## config.mk

```make
export PLATFORM = sky130hd
export DESIGN_NAME = first_fit_block_allocator
export DESIGN_NICKNAME = d
export VERILOG_FILES = /design/src/hdl/ffba_pkg.sv /design/src/hdl/first_fit_block_allocator.sv
export SDC_FILE = /design/constraint.sdc
export NUM_CORES = 2
export LEC_CHECK = 0
export BUFFER_PORTS_ARGS = -buffer_cell sky130_fd_sc_hd__buf_2
export CAP_MARGIN = 25
export CELL_PAD_IN_SITES_DETAIL_PLACEMENT = 0
export CELL_PAD_IN_SITES_GLOBAL_PLACEMENT = 1
export CORE_MARGIN = 2
export CORE_UTILIZATION = 33
export DETAILED_ROUTE_END_ITERATION = 7
export PLACE_DENSITY = 0.51
export SLEW_MARGIN = 10
export SYNTH_ARGS = -nofsm -noshare
export SYNTH_HDL_FRONTEND = slang
export SYNTH_SLANG_ARGS = --single-unit
```

## constraint.sdc

```tcl
create_clock -name i_clk -period 9.3 [get_ports i_clk]
set_input_delay 0.465 -clock i_clk [delete_from_list [all_inputs] [get_ports i_clk]]
set_output_delay 0.465 -clock i_clk [all_outputs]
set_load 0.01 [all_outputs]
```

## src/hdl/ffba_pkg.sv

```systemverilog
// Shared types and codes for the first-fit block allocator.
package ffba_pkg;

    localparam int VAL_W = 17;

    typedef enum logic [1:0] {
        FN_ALLOC   = 2'd0,
        FN_FREE    = 2'd1,
        FN_QUERY   = 2'd2,
        FN_REALLOC = 2'd3
    } t_func;

    typedef enum logic [1:0] {
        ST_OK        = 2'd0,
        ST_NULL      = 2'd1,
        ST_NO_MEM    = 2'd2,
        ST_NOT_FOUND = 2'd3
    } t_status;

    typedef struct packed {
        t_func       func;
        logic [15:0] req_size;
        logic [15:0] block_addr;
    } t_req;

    typedef struct packed {
        t_status     status;
        logic [15:0] result_addr;
        logic [15:0] result_size;
        logic [15:0] copy_length;
    } t_rsp;

    typedef enum logic [3:0] {
        S_IDLE,
        S_FIND_CHK,
        S_REL_N_CHK,
        S_REL_NN_WR,
        S_REL_P_ISSUE,
        S_REL_P_CHK,
        S_REL_PN_WR,
        S_TAKE_CHK,
        S_TAKE_NX_WR,
        S_TAKE_WR_CUR,
        S_TAKE_NEW,
        S_TAKE_WR_LAST,
        S_DONE
    } t_state;

endpackage

```

## src/hdl/first_fit_block_allocator.sv

```systemverilog
// First-fit block allocator: request sequencer around the block table memory.
//
// The block list lives in a simple dual-port table memory with a registered
// read port, one entry read per cycle as the list is walked. A reallocate
// that moves walks the list twice, once to find the block and once to take a
// new one, and the sequencer returns to idle before the next request is
// taken. The list walk through the table memory sets the time a request takes.
// One request is worked on at a time; the finished result sits in an output
// register so the next request can be accepted while it waits. Entry valid
// bits are flip-flops cleared by reset, so no clearing pass is needed after
// reset.
module first_fit_block_allocator
    import ffba_pkg::*;
#(
    parameter int ARENA_BYTES  = 65536,
    parameter int MAX_BLOCKS   = 64,
    parameter int HEADER_BYTES = 16
) (
    input  logic i_clk,
    input  logic i_rst_n,
    input  logic i_in_valid,
    output logic o_in_stall,
    input  t_req i_in_data,
    output logic o_out_valid,
    input  logic i_out_stall,
    output t_rsp o_out_data
);

    localparam int AW = (MAX_BLOCKS > 1) ? $clog2(MAX_BLOCKS) : 1;
    localparam int IW = $clog2(MAX_BLOCKS + 1);
    localparam logic [IW-1:0] NIL = IW'(MAX_BLOCKS);
    localparam int USABLE = (ARENA_BYTES < 65536) ? ARENA_BYTES : 65536;
    localparam logic [VAL_W:0] HDR = (VAL_W + 1)'(HEADER_BYTES);
    localparam logic [VAL_W:0] LIMIT = (VAL_W + 1)'(USABLE);

    typedef struct packed {
        logic [VAL_W-1:0] start;
        logic [VAL_W-1:0] size;
        logic             free;
        logic [IW-1:0]    next;
        logic [IW-1:0]    prev;
    } t_entry;

    t_entry r_mem [MAX_BLOCKS];
    t_entry r_rd;

    logic          mem_we, mem_re;
    logic [IW-1:0] mem_waddr, mem_raddr;
    t_entry        mem_wdata;

    t_state r_state, n_state;
    logic [MAX_BLOCKS-1:0] r_valid, n_valid;
    logic [IW-1:0] r_head, n_head;
    logic [VAL_W-1:0] r_top, n_top;
    t_func r_func, n_func;
    logic [VAL_W-1:0] r_req, n_req;
    logic [15:0] r_addr, n_addr;
    logic [VAL_W-1:0] r_old, n_old;
    logic r_after_rel, n_after_rel;
    logic [IW-1:0] r_cur_idx, n_cur_idx;
    t_entry r_cur, n_cur;
    logic [IW-1:0] r_last_idx, n_last_idx;
    t_entry r_last, n_last;
    logic [IW-1:0] r_nb_idx, n_nb_idx;
    logic [IW-1:0] r_nx_idx, n_nx_idx;
    t_status r_st, n_st;
    logic [15:0] r_raddr, n_raddr, r_rsize, n_rsize, r_copy, n_copy;
    logic r_o_valid, n_o_valid;
    t_rsp r_o_data, n_o_data;

    logic          spare_ok;
    logic [AW-1:0] spare_idx;

    always_comb begin
        spare_ok  = 1'b0;
        spare_idx = '0;
        for (int i = MAX_BLOCKS - 1; i >= 0; i--) begin
            if (!r_valid[i]) begin
                spare_ok  = 1'b1;
                spare_idx = AW'(i);
            end
        end
    end

    always_ff @(posedge i_clk) begin
        if (mem_we) begin
            r_mem[mem_waddr[AW-1:0]] <= mem_wdata;
        end
        if (mem_re) begin
            r_rd <= r_mem[mem_raddr[AW-1:0]];
        end
    end

    always_ff @(posedge i_clk) begin
        if (!i_rst_n) begin
            r_state   <= S_IDLE;
            r_valid   <= '0;
            r_head    <= NIL;
            r_top     <= '0;
            r_o_valid <= 1'b0;
        end else begin
            r_state   <= n_state;
            r_valid   <= n_valid;
            r_head    <= n_head;
            r_top     <= n_top;
            r_o_valid <= n_o_valid;
        end
    end

    always_ff @(posedge i_clk) begin
        r_func      <= n_func;
        r_req       <= n_req;
        r_addr      <= n_addr;
        r_old       <= n_old;
        r_after_rel <= n_after_rel;
        r_cur_idx   <= n_cur_idx;
        r_cur       <= n_cur;
        r_last_idx  <= n_last_idx;
        r_last      <= n_last;
        r_nb_idx    <= n_nb_idx;
        r_nx_idx    <= n_nx_idx;
        r_st        <= n_st;
        r_raddr     <= n_raddr;
        r_rsize     <= n_rsize;
        r_copy      <= n_copy;
        r_o_data    <= n_o_data;
    end

    logic [VAL_W:0] sum_a, sum_b, need;
    logic [VAL_W-1:0] min_sz;
    t_entry w_ent;

    always_comb begin
        n_state     = r_state;
        n_valid     = r_valid;
        n_head      = r_head;
        n_top       = r_top;
        n_func      = r_func;
        n_req       = r_req;
        n_addr      = r_addr;
        n_old       = r_old;
        n_after_rel = r_after_rel;
        n_cur_idx   = r_cur_idx;
        n_cur       = r_cur;
        n_last_idx  = r_last_idx;
        n_last      = r_last;
        n_nb_idx    = r_nb_idx;
        n_nx_idx    = r_nx_idx;
        n_st        = r_st;
        n_raddr     = r_raddr;
        n_rsize     = r_rsize;
        n_copy      = r_copy;
        n_o_data    = r_o_data;
        n_o_valid   = r_o_valid && i_out_stall;
        mem_we      = 1'b0;
        mem_waddr   = '0;
        mem_wdata   = r_rd;
        mem_re      = 1'b0;
        mem_raddr   = '0;
        w_ent       = r_rd;
        sum_a       = '0;
        sum_b       = '0;
        need        = {1'b0, r_top} + HDR + {1'b0, r_req};
        min_sz      = (r_old < r_req) ? r_old : r_req;

        case (r_state)
            S_IDLE: begin
                if (i_in_valid) begin
                    n_func      = i_in_data.func;
                    n_req       = {1'b0, i_in_data.req_size};
                    n_addr      = i_in_data.block_addr;
                    n_old       = '0;
                    n_st        = ST_OK;
                    n_raddr     = '0;
                    n_rsize     = '0;
                    n_copy      = '0;
                    n_after_rel = 1'b0;
                    n_cur_idx   = r_head;
                    n_last_idx  = NIL;
                    mem_raddr   = r_head;
                    if ((i_in_data.func == FN_ALLOC || i_in_data.block_addr == '0) &&
                        (i_in_data.func == FN_ALLOC || i_in_data.func == FN_REALLOC) &&
                        i_in_data.req_size != '0) begin
                        if (r_head == NIL) begin
                            n_state = S_TAKE_NEW;
                        end else begin
                            mem_re  = 1'b1;
                            n_state = S_TAKE_CHK;
                        end
                    end else if (i_in_data.func == FN_ALLOC || i_in_data.block_addr == '0) begin
                        n_st    = ST_NULL;
                        n_state = S_DONE;
                    end else if (r_head == NIL) begin
                        n_st    = ST_NOT_FOUND;
                        n_state = S_DONE;
                    end else begin
                        mem_re  = 1'b1;
                        n_state = S_FIND_CHK;
                    end
                end
            end

            S_FIND_CHK: begin
                if (r_rd.start == {1'b0, r_addr}) begin
                    n_cur      = r_rd;
                    n_cur.free = 1'b1;
                    case (r_func)
                        FN_QUERY: begin
                            n_rsize = r_rd.size[15:0];
                            n_state = S_DONE;
                        end
                        FN_FREE: begin
                            n_state = S_REL_P_ISSUE;
                        end
                        default: begin
                            n_old   = r_rd.size;
                            n_rsize = r_rd.size[15:0];
                            if (r_req == '0) begin
                                n_st    = ST_NULL;
                                n_state = S_REL_P_ISSUE;
                            end else if (r_rd.size == r_req) begin
                                n_raddr = r_addr;
                                n_copy  = r_req[15:0];
                                n_state = S_DONE;
                            end else begin
                                n_after_rel = 1'b1;
                                n_state     = S_REL_P_ISSUE;
                            end
                        end
                    endcase
                    if (n_state == S_REL_P_ISSUE && r_rd.next != NIL) begin
                        mem_re    = 1'b1;
                        mem_raddr = r_rd.next;
                        n_state   = S_REL_N_CHK;
                    end
                end else if (r_rd.next == NIL) begin
                    n_st    = ST_NOT_FOUND;
                    n_state = S_DONE;
                end else begin
                    mem_re    = 1'b1;
                    mem_raddr = r_rd.next;
                    n_cur_idx = r_rd.next;
                end
            end

            S_REL_N_CHK: begin
                sum_a   = {1'b0, r_cur.start} + {1'b0, r_cur.size} + HDR;
                n_state = S_REL_P_ISSUE;
                if (r_rd.free && sum_a == {1'b0, r_rd.start}) begin
                    sum_b      = {1'b0, r_cur.size} + {1'b0, r_rd.size} + HDR;
                    n_cur.size = sum_b[VAL_W-1:0];
                    n_cur.next = r_rd.next;
                    n_valid[r_cur.next[AW-1:0]] = 1'b0;
                    if (r_rd.next != NIL) begin
                        mem_re    = 1'b1;
                        mem_raddr = r_rd.next;
                        n_nb_idx  = r_rd.next;
                        n_state   = S_REL_NN_WR;
                    end
                end
            end

            S_REL_NN_WR: begin
                w_ent      = r_rd;
                w_ent.prev = r_cur_idx;
                mem_we     = 1'b1;
                mem_waddr  = r_nb_idx;
                mem_wdata  = w_ent;
                n_state    = S_REL_P_ISSUE;
            end

            S_REL_P_ISSUE: begin
                if (r_cur.prev != NIL) begin
                    mem_re    = 1'b1;
                    mem_raddr = r_cur.prev;
                    n_nb_idx  = r_cur.prev;
                    n_state   = S_REL_P_CHK;
                end else begin
                    mem_we    = 1'b1;
                    mem_waddr = r_cur_idx;
                    mem_wdata = r_cur;
                    n_state   = r_after_rel ? S_TAKE_CHK : S_DONE;
                end
            end

            S_REL_P_CHK: begin
                sum_a   = {1'b0, r_rd.start} + {1'b0, r_rd.size} + HDR;
                n_state = r_after_rel ? S_TAKE_CHK : S_DONE;
                if (r_rd.free && sum_a == {1'b0, r_cur.start}) begin
                    sum_b      = {1'b0, r_rd.size} + {1'b0, r_cur.size} + HDR;
                    w_ent      = r_rd;
                    w_ent.size = sum_b[VAL_W-1:0];
                    w_ent.next = r_cur.next;
                    mem_we     = 1'b1;
                    mem_waddr  = r_nb_idx;
                    mem_wdata  = w_ent;
                    n_valid[r_cur_idx[AW-1:0]] = 1'b0;
                    if (r_cur.next != NIL) begin
                        mem_re    = 1'b1;
                        mem_raddr = r_cur.next;
                        n_state   = S_REL_PN_WR;
                    end
                end else begin
                    mem_we    = 1'b1;
                    mem_waddr = r_cur_idx;
                    mem_wdata = r_cur;
                end
            end

            S_REL_PN_WR: begin
                w_ent      = r_rd;
                w_ent.prev = r_nb_idx;
                mem_we     = 1'b1;
                mem_waddr  = r_cur.next;
                mem_wdata  = w_ent;
                n_state    = r_after_rel ? S_TAKE_CHK : S_DONE;
            end

            S_TAKE_CHK: begin
                if (r_after_rel) begin
                    n_after_rel = 1'b0;
                    n_cur_idx   = r_head;
                    n_last_idx  = NIL;
                    mem_raddr   = r_head;
                    if (r_head == NIL) begin
                        n_state = S_TAKE_NEW;
                    end else begin
                        mem_re  = 1'b1;
                        n_state = S_TAKE_CHK;
                    end
                end else if (r_rd.free && r_rd.size >= r_req) begin
                    sum_a      = {1'b0, r_req} + HDR;
                    n_cur      = r_rd;
                    n_cur.free = 1'b0;
                    n_st       = ST_OK;
                    n_raddr    = r_rd.start[15:0];
                    if (r_func == FN_REALLOC) begin
                        n_copy = min_sz[15:0];
                    end
                    n_state = S_TAKE_WR_CUR;
                    if ({1'b0, r_rd.size} >= sum_a && spare_ok) begin
                        sum_b         = {1'b0, r_rd.start} + sum_a;
                        w_ent.start   = sum_b[VAL_W-1:0];
                        sum_b         = {1'b0, r_rd.size} - sum_a;
                        w_ent.size    = sum_b[VAL_W-1:0];
                        w_ent.free    = 1'b1;
                        w_ent.prev    = r_cur_idx;
                        w_ent.next    = r_rd.next;
                        mem_we        = 1'b1;
                        mem_waddr     = IW'(spare_idx);
                        mem_wdata     = w_ent;
                        n_valid[spare_idx] = 1'b1;
                        n_cur.next    = IW'(spare_idx);
                        n_cur.size    = r_req;
                        n_nb_idx      = IW'(spare_idx);
                        if (r_rd.next != NIL) begin
                            mem_re    = 1'b1;
                            mem_raddr = r_rd.next;
                            n_nx_idx  = r_rd.next;
                            n_state   = S_TAKE_NX_WR;
                        end
                    end
                end else begin
                    n_last     = r_rd;
                    n_last_idx = r_cur_idx;
                    if (r_rd.next == NIL) begin
                        n_state = S_TAKE_NEW;
                    end else begin
                        mem_re    = 1'b1;
                        mem_raddr = r_rd.next;
                        n_cur_idx = r_rd.next;
                    end
                end
            end

            S_TAKE_NX_WR: begin
                w_ent      = r_rd;
                w_ent.prev = r_nb_idx;
                mem_we     = 1'b1;
                mem_waddr  = r_nx_idx;
                mem_wdata  = w_ent;
                n_state    = S_TAKE_WR_CUR;
            end

            S_TAKE_WR_CUR: begin
                mem_we    = 1'b1;
                mem_waddr = r_cur_idx;
                mem_wdata = r_cur;
                n_state   = S_DONE;
            end

            S_TAKE_NEW: begin
                if (!spare_ok || need > LIMIT) begin
                    n_st    = ST_NO_MEM;
                    n_raddr = '0;
                    n_state = S_DONE;
                end else begin
                    sum_a       = {1'b0, r_top} + HDR;
                    w_ent.start = sum_a[VAL_W-1:0];
                    w_ent.size  = r_req;
                    w_ent.free  = 1'b0;
                    w_ent.next  = NIL;
                    w_ent.prev  = r_last_idx;
                    mem_we      = 1'b1;
                    mem_waddr   = IW'(spare_idx);
                    mem_wdata   = w_ent;
                    n_valid[spare_idx] = 1'b1;
                    n_top       = need[VAL_W-1:0];
                    n_st        = ST_OK;
                    n_raddr     = sum_a[15:0];
                    if (r_func == FN_REALLOC) begin
                        n_copy = min_sz[15:0];
                    end
                    if (r_last_idx != NIL) begin
                        n_last.next = IW'(spare_idx);
                        n_state     = S_TAKE_WR_LAST;
                    end else begin
                        n_head  = IW'(spare_idx);
                        n_state = S_DONE;
                    end
                end
            end

            S_TAKE_WR_LAST: begin
                mem_we    = 1'b1;
                mem_waddr = r_last_idx;
                mem_wdata = r_last;
                n_state   = S_DONE;
            end

            S_DONE: begin
                if (!r_o_valid || !i_out_stall) begin
                    n_o_valid            = 1'b1;
                    n_o_data.status      = r_st;
                    n_o_data.result_addr = r_raddr;
                    n_o_data.result_size = r_rsize;
                    n_o_data.copy_length = r_copy;
                    n_state              = S_IDLE;
                end
            end

            default: begin
                n_state = S_IDLE;
            end
        endcase
    end

    assign o_in_stall  = (r_state != S_IDLE);
    assign o_out_valid = r_o_valid;
    assign o_out_data  = r_o_data;

endmodule

```

======== Yosys cells after proc, flatten, opt, wreduce, memory -nomap -nowiden ========
Memories as Yosys holds them, arrays and structs flattened. A register that Yosys moved wholly into a read port is not among the register bits.
Cells that the tools add are included.
storage, ports and cells
  word-level logic and storage cells ...... 471
  bits in writable memories ............... 3,136
  memories kept ........................... 1
  register bits ........................... 370
cells by class
  magnitude comparators ................... 10
  bitwise gates (word level) .............. 9
  add/subtract/negate cells ............... 11
  eq/ne operators ......................... 51
  mux-type cells .......................... 300
  reduce and logical (&&, ||, !) cells .... 57
memory list
  memory  depth  bits a word  read ports  clocked after memory_dff  write ports  RTL line                         text
  r_mem   64     49           1           1                         1            first_fit_block_allocator.sv:44  t_entry r_mem [MAX_BLOCKS];
operators with widths
  operator                 number
  $mux W6                  82
  $mux W49                 9
  $pmux W49 S8             1
  $mux W64                 6
  $mux W16                 19
  $pmux W64 S4             1
  $and A64 B64 Y64         2
  $not A64 Y64             2
  $pmux W16 S4             2
  $mux W7                  18
  $mux W1                  98
  $mux W17                 5
  $mux W4                  21
  $pmux W17 S2             2
  $or A64 B64 Y64          1
  $pmux W7 S3              3
  $pmux W6 S9              1
  $pmux W17 S3             1
  $pmux W4 S12             1
  $pmux W7 S2              3
  $ne A2 B2 Y1 const B     19
  $add A17 B17 Y18         2
  $add A18 B5 Y18 const B  2
  $eq A18 B17 Y1           2
  57 further kinds         135

======== Depth between registers and ports, before layout ========
  depth after elaboration ................. 73
  mapped depth ............................ 27

======== Worst setup path before layout ========
Ideal clock, no wire load.
  kind .................................... register to register
  from .................................... register r_rd[33] (netlist name)
  to ...................................... memory r_mem[0][48] in the netlist's numbering (data pin)
  data required time ...................... 8,598 ps
  library setup time ...................... 702 ps
  path buffers ............................ 2
  clock period less this slack ............ 7,220 ps
  data arrival time ....................... 6,519 ps
  cell stages (with the launch flop) ...... 20
  path slack .............................. 2,080 ps
  cell sequence ........................... edfxtp_1 ha_1 ha_1 inv_1 fa_1 nor2b_1 o211ai_1 a311oi_1 o21ai_1 nor4b_1 a311oi_2 nor4_2 nor2_1 or2_2 clkbuf_1 clkbuf_1 a21oi_1 o21ai_0 a31oi_1 o21ai_0
RTL lines
  what       RTL line
  to (decl)  first_fit_block_allocator.sv:44

======== Worst setup path in the final report ========
  from .................................... register r_rd[32] (netlist name)
  to ...................................... register r_rd[21] (netlist name)
on the way
  word-level cells in the longest chain between the ends .. 6
  elaborated cells between the ends (all ways) .. 15
RTL lines
  what                                        RTL line                          text
  $add A17 B17 Y18                            first_fit_block_allocator.sv:287  sum_a = {1'b0, r_rd.start} + {1'b0, r_rd.size} + HDR;
  $add A18 B5 Y18                             first_fit_block_allocator.sv:287
  $eq A18 B17 Y1                              first_fit_block_allocator.sv:289  if (r_rd.free && sum_a == {1'b0, r_cur.start}) begin
  $logic_and A1 B1 Y1                         first_fit_block_allocator.sv:289
  $mux W6 or $mux W1 (tied branches)          first_fit_block_allocator.sv:289
  $pmux W6 S6 or $pmux W1 S6 (tied branches)  first_fit_block_allocator.sv:166  case (r_state)
Several ways; a longest one is shown, not always the timed one.
A chain may end at the register's enable or synchronous reset.

==> results.toml <==
[route]
routedWlPerCell_um = 33.7
postRouteWirelength_mm = 594
post_drt_via_cell_ratio = 5.80
vias = 102000
drt_first_iter_violations = 12600
drcViolationCount = 8
detailedRoute.firstPassIterationCount = 8
antenna_left = 0

[synth]
yosys_warn_count = 0
post_synthesis_cell_area_sq_um = 150000
post_synth.cell_area_avg_sq_um = 13.6
netlist_top_cells_area = "sky130_fd_sc_hd__edfxtp_1 (69%), sky130_fd_sc_hd__nand2_1 (5.0%), sky130_fd_sc_hd__mux2i_1 (2.6%)"
post_synth_inst_count = 11000
dominantRegCellSynth = "sky130_fd_sc_hd__edfxtp_1"
yosys.cell_types.count = 95
postSynthRegisterBits = 3555
synth_edf_count = 3462
post-synth-top-area-fraction_pct = 69.4
synth_async_reset_ratio_pct = 0
synth_fp_nets = 11300
yosysTopAreaCell = "sky130_fd_sc_hd__edfxtp_1"
synth-seq-area-share_pct = 70.6

[place]
numPlacedInstances = 16900
gp_routability_congestion = 0.884
count_of_input_and_output_buffers = 89
hpwl_mm = 348

[global_routing]
globalRouteTotalUtil_pct = 25.0
vias_in_the_first_global_route = 98300
grt_pass1_wl_mm = 816
grt_overflow = 0
antenna_violations_before_repair = 28
largest_net_degree_at_the_start_of_global_routing = 141

[floorplan]
dieArea_sq_um = 459000
initial_utilization_pct = 33.1
io_pins = 90
floorplan.die.width_um = 678
rows = 247
fp.dieH_um = 678
fp.coreArea_sq_um = 452000

[layout]
post_route_cells_drive_above_1_share_pct = 11.9
finish.utilization_pct = 38.6
layout_common_cells = "sky130_fd_sc_hd__edfxtp_1 (3,462), sky130_fd_sc_hd__nand2_1 (1,994), sky130_fd_sc_hd__nand3_1 (550), sky130_fd_sc_hd__clkbuf_16 (402), sky130_fd_sc_hd__a21oi_1 (397)"
fillCellCount = 42500
final_cell_count_no_fill = 17700
area_growth_from_synthesis_to_layout_pct = 16.5
nNetsFinal = 11600
final_common_cell = "sky130_fd_sc_hd__edfxtp_1"

[sta]
setup_repair_after_global_routing_missed_its_margin = "no"
clock-skew-final_ns = 0.0546
finalHoldViolations = 0
fmax_mhz = 118
timing_max_transition_violations_final = 0
timing.final.crit_period_ns = 8.46
setup-violations-final = 0
hold_slack_ns = 0.0596
relSlewSlack_pct = 19.7
worst_slew_pin_slew_ns = 1.21
tns_ns = 0
period_share_pct = 90.9

[pwr]
total_power_divided_by_cell_area_nw_per_um2 = 343
worst_ir_drop_vdd_mv = 0.269
report.power.total_mw = 59.9
power_leakage_nw = 57.2

[critical_path]
cpLargestDelayFamily = "compound AO/OA/AOI/OAI gates"
crit-reg2reg-launch = "r_rd[32]$_DFFE_PP_"
r2r.worst_path.cells = 20
reg2reg_to = "r_rd[21]$_DFFE_PP_"
cp.buffers_inverters = 3
timing.critical_path.fanout_max = 16
cp-start-kind = "flop"
endpoint_kind = "flop"
cell_chain_critical_path = "ha_1, ha_1, inv_1, fa_1, nor2b_1, o211ai_1, a311oi_1, o21ai_1, nor4b_1, a311oi_2, nor4_4, buf_4, a31o_2, nor2_4, nor2_4, buf_4, a32oi_1, a31oi_1, nor4_1, a22o_1"
critPathArrivalTime_ns = 9.10
timing.reg2reg.setup_slack_ns = 0.84
slowest_cell_delay_on_critical_path_ns = 0.86
worstSetupPathType = "reg -> reg"
worstPathRequired_ns = 9.95
crit_slowest_cell = "sky130_fd_sc_hd__nor4_1"

[status]
failing_checks = "DRC"
run_status = "complete, but fails checks"

[clock_tree]
clk_latency_ns = 1.01
cts_htree_levels = 5
post_cts_resize_count = 0
cts_buffer_depth = 4
clock-sinks = 3555
cts_inserted_buffers = 397
clock_tree.root_cell = "sky130_fd_sc_hd__clkbuf_16"
cts_post_setup_buffers_inserted = 0
register_clock_pin_slew_on_the_reported_worst_setup_and_hold_paths_ns = 0.06
cts_tree = "yes"

[worst_hold_path]
hold-path-endpoint = "r_old[0]$_SDFFCE_PN0P_"
hold_path.class = "in -> reg"
hold_path_startpoint = "i_in_valid"
worstHoldPathCells = 3

[job]
maxCapViolCount = 0
-- final cells by class --
type	count	area, sq um	share of cell area [%]
antenna	10	25.0	0.0143
clock buffer	486	10400	5.96
clock inverter	247	2160	1.24
inverter	125	469	0.269
multi-input combinational	6618	41500	23.8
sequential	3555	106000	60.7
tap	5976	7480	4.29
timing repair buffer	641	6610	3.79
-- power by group --
group	leakage (nW)	internal, mW	total, mW	switching (mW)
sequential	32.1	22.4	23.1	0.703
combinational	19.0	5.60	21.3	15.7
clock	6.14	8.72	15.4	6.69
-- Yosys cell counts, types with 80 or more instances --
library cell and number:
sky130_fd_sc_hd__inv_1 125, sky130_fd_sc_hd__nand4_1 80, sky130_fd_sc_hd__buf_1 83, sky130_fd_sc_hd__o211ai_1 84, sky130_fd_sc_hd__a211oi_1 241, sky130_fd_sc_hd__nor2_1 261, sky130_fd_sc_hd__a31oi_1 202, sky130_fd_sc_hd__buf_2 226
sky130_fd_sc_hd__clkbuf_1 394, sky130_fd_sc_hd__a32oi_1 97, sky130_fd_sc_hd__nor4_1 80, sky130_fd_sc_hd__a22oi_1 164, sky130_fd_sc_hd__xnor2_1 80, sky130_fd_sc_hd__dfxtp_1 93, sky130_fd_sc_hd__a21oi_1 405, sky130_fd_sc_hd__edfxtp_1 3462
sky130_fd_sc_hd__a311oi_1 154, sky130_fd_sc_hd__nand2_1 2010, sky130_fd_sc_hd__nand3_1 550, sky130_fd_sc_hd__ha_1 184, sky130_fd_sc_hd__a221oi_1 90, sky130_fd_sc_hd__and3_1 242, sky130_fd_sc_hd__mux2i_1 396, sky130_fd_sc_hd__o21ai_0 279
-- worst max-delay path by stage --
stage                         from                endpoint  cells past startpoint  slack [ns]
2_1_floorplan   r_rd[33]$_DFFE_PP_  r_mem[0][48]$_DFFE_PP_                     19        2.08
3_3_place_gp   r_req[10]$_DFFE_PP_      r_rd[33]$_DFFE_PP_                     22        0.06
3_5_place_dp   r_cur[16]$_DFFE_PP_      r_rd[21]$_DFFE_PP_                     19        1.08
4_1_cts        r_cur[16]$_DFFE_PP_      r_rd[21]$_DFFE_PP_                     19        1.01
5_1_grt         r_rd[32]$_DFFE_PP_      r_rd[21]$_DFFE_PP_                     20        0.76
6_report        r_rd[32]$_DFFE_PP_      r_rd[21]$_DFFE_PP_                     20        0.84
-- flip-flops by register name, summed over array words and instances (netlist names), 16 cells and up --
| register | cells |
|---|---|
| o_out_data | 50 |
| r_addr | 16 |
| r_copy | 16 |
| r_cur | 49 |
| r_last | 49 |
| r_mem | 3136 |
| r_old | 17 |
| r_raddr | 16 |
| r_rd | 49 |
| r_req | 16 |
| r_rsize | 16 |
| r_top | 17 |
| r_valid | 64 |
-- what timing repair did --
item                                    in CTS  in global routing
endpoints found under the setup margin       0                  0
hold buffers                                36                  0
endpoints found under the hold margin       40                  0
-- cell families (layout without fill, tap and decap cells) --
logic type,after synthesis,after routing,synth area share (%)
simple gates,3532,3532,10.6
other cells,0,10,0
xor+xnor,138,138,0.807
compound gates,2330,2330,11.1
flops,3555,3555,70.6
fa+ha+maj,190,190,1.62
mux,428,428,2.89
buf+inv,851,1499,2.38
-- stage by stage --
step	worst slack (ns)	area (sq um)
CTS	1.01	174000
global route	0.763	174000
finish	0.844	174000
floorplan	2.08	150000
global placement	0.0578	161000
detailed placement	1.08	161000
-- routing by layer --
metal	wire length, um	GRT usage (%)
met1	261000	35.5
met2	273000	40.0
met3	40300	3.37
met4	19500	7.59
met5	15	0
-- tightest hold or removal path: stages --
cell	delay, ns
sky130_fd_sc_hd__buf_2	0.14
sky130_fd_sc_hd__nand2b_1	0.13
sky130_fd_sc_hd__a21oi_2	0.12
Power figures use the tool's default switching activity.
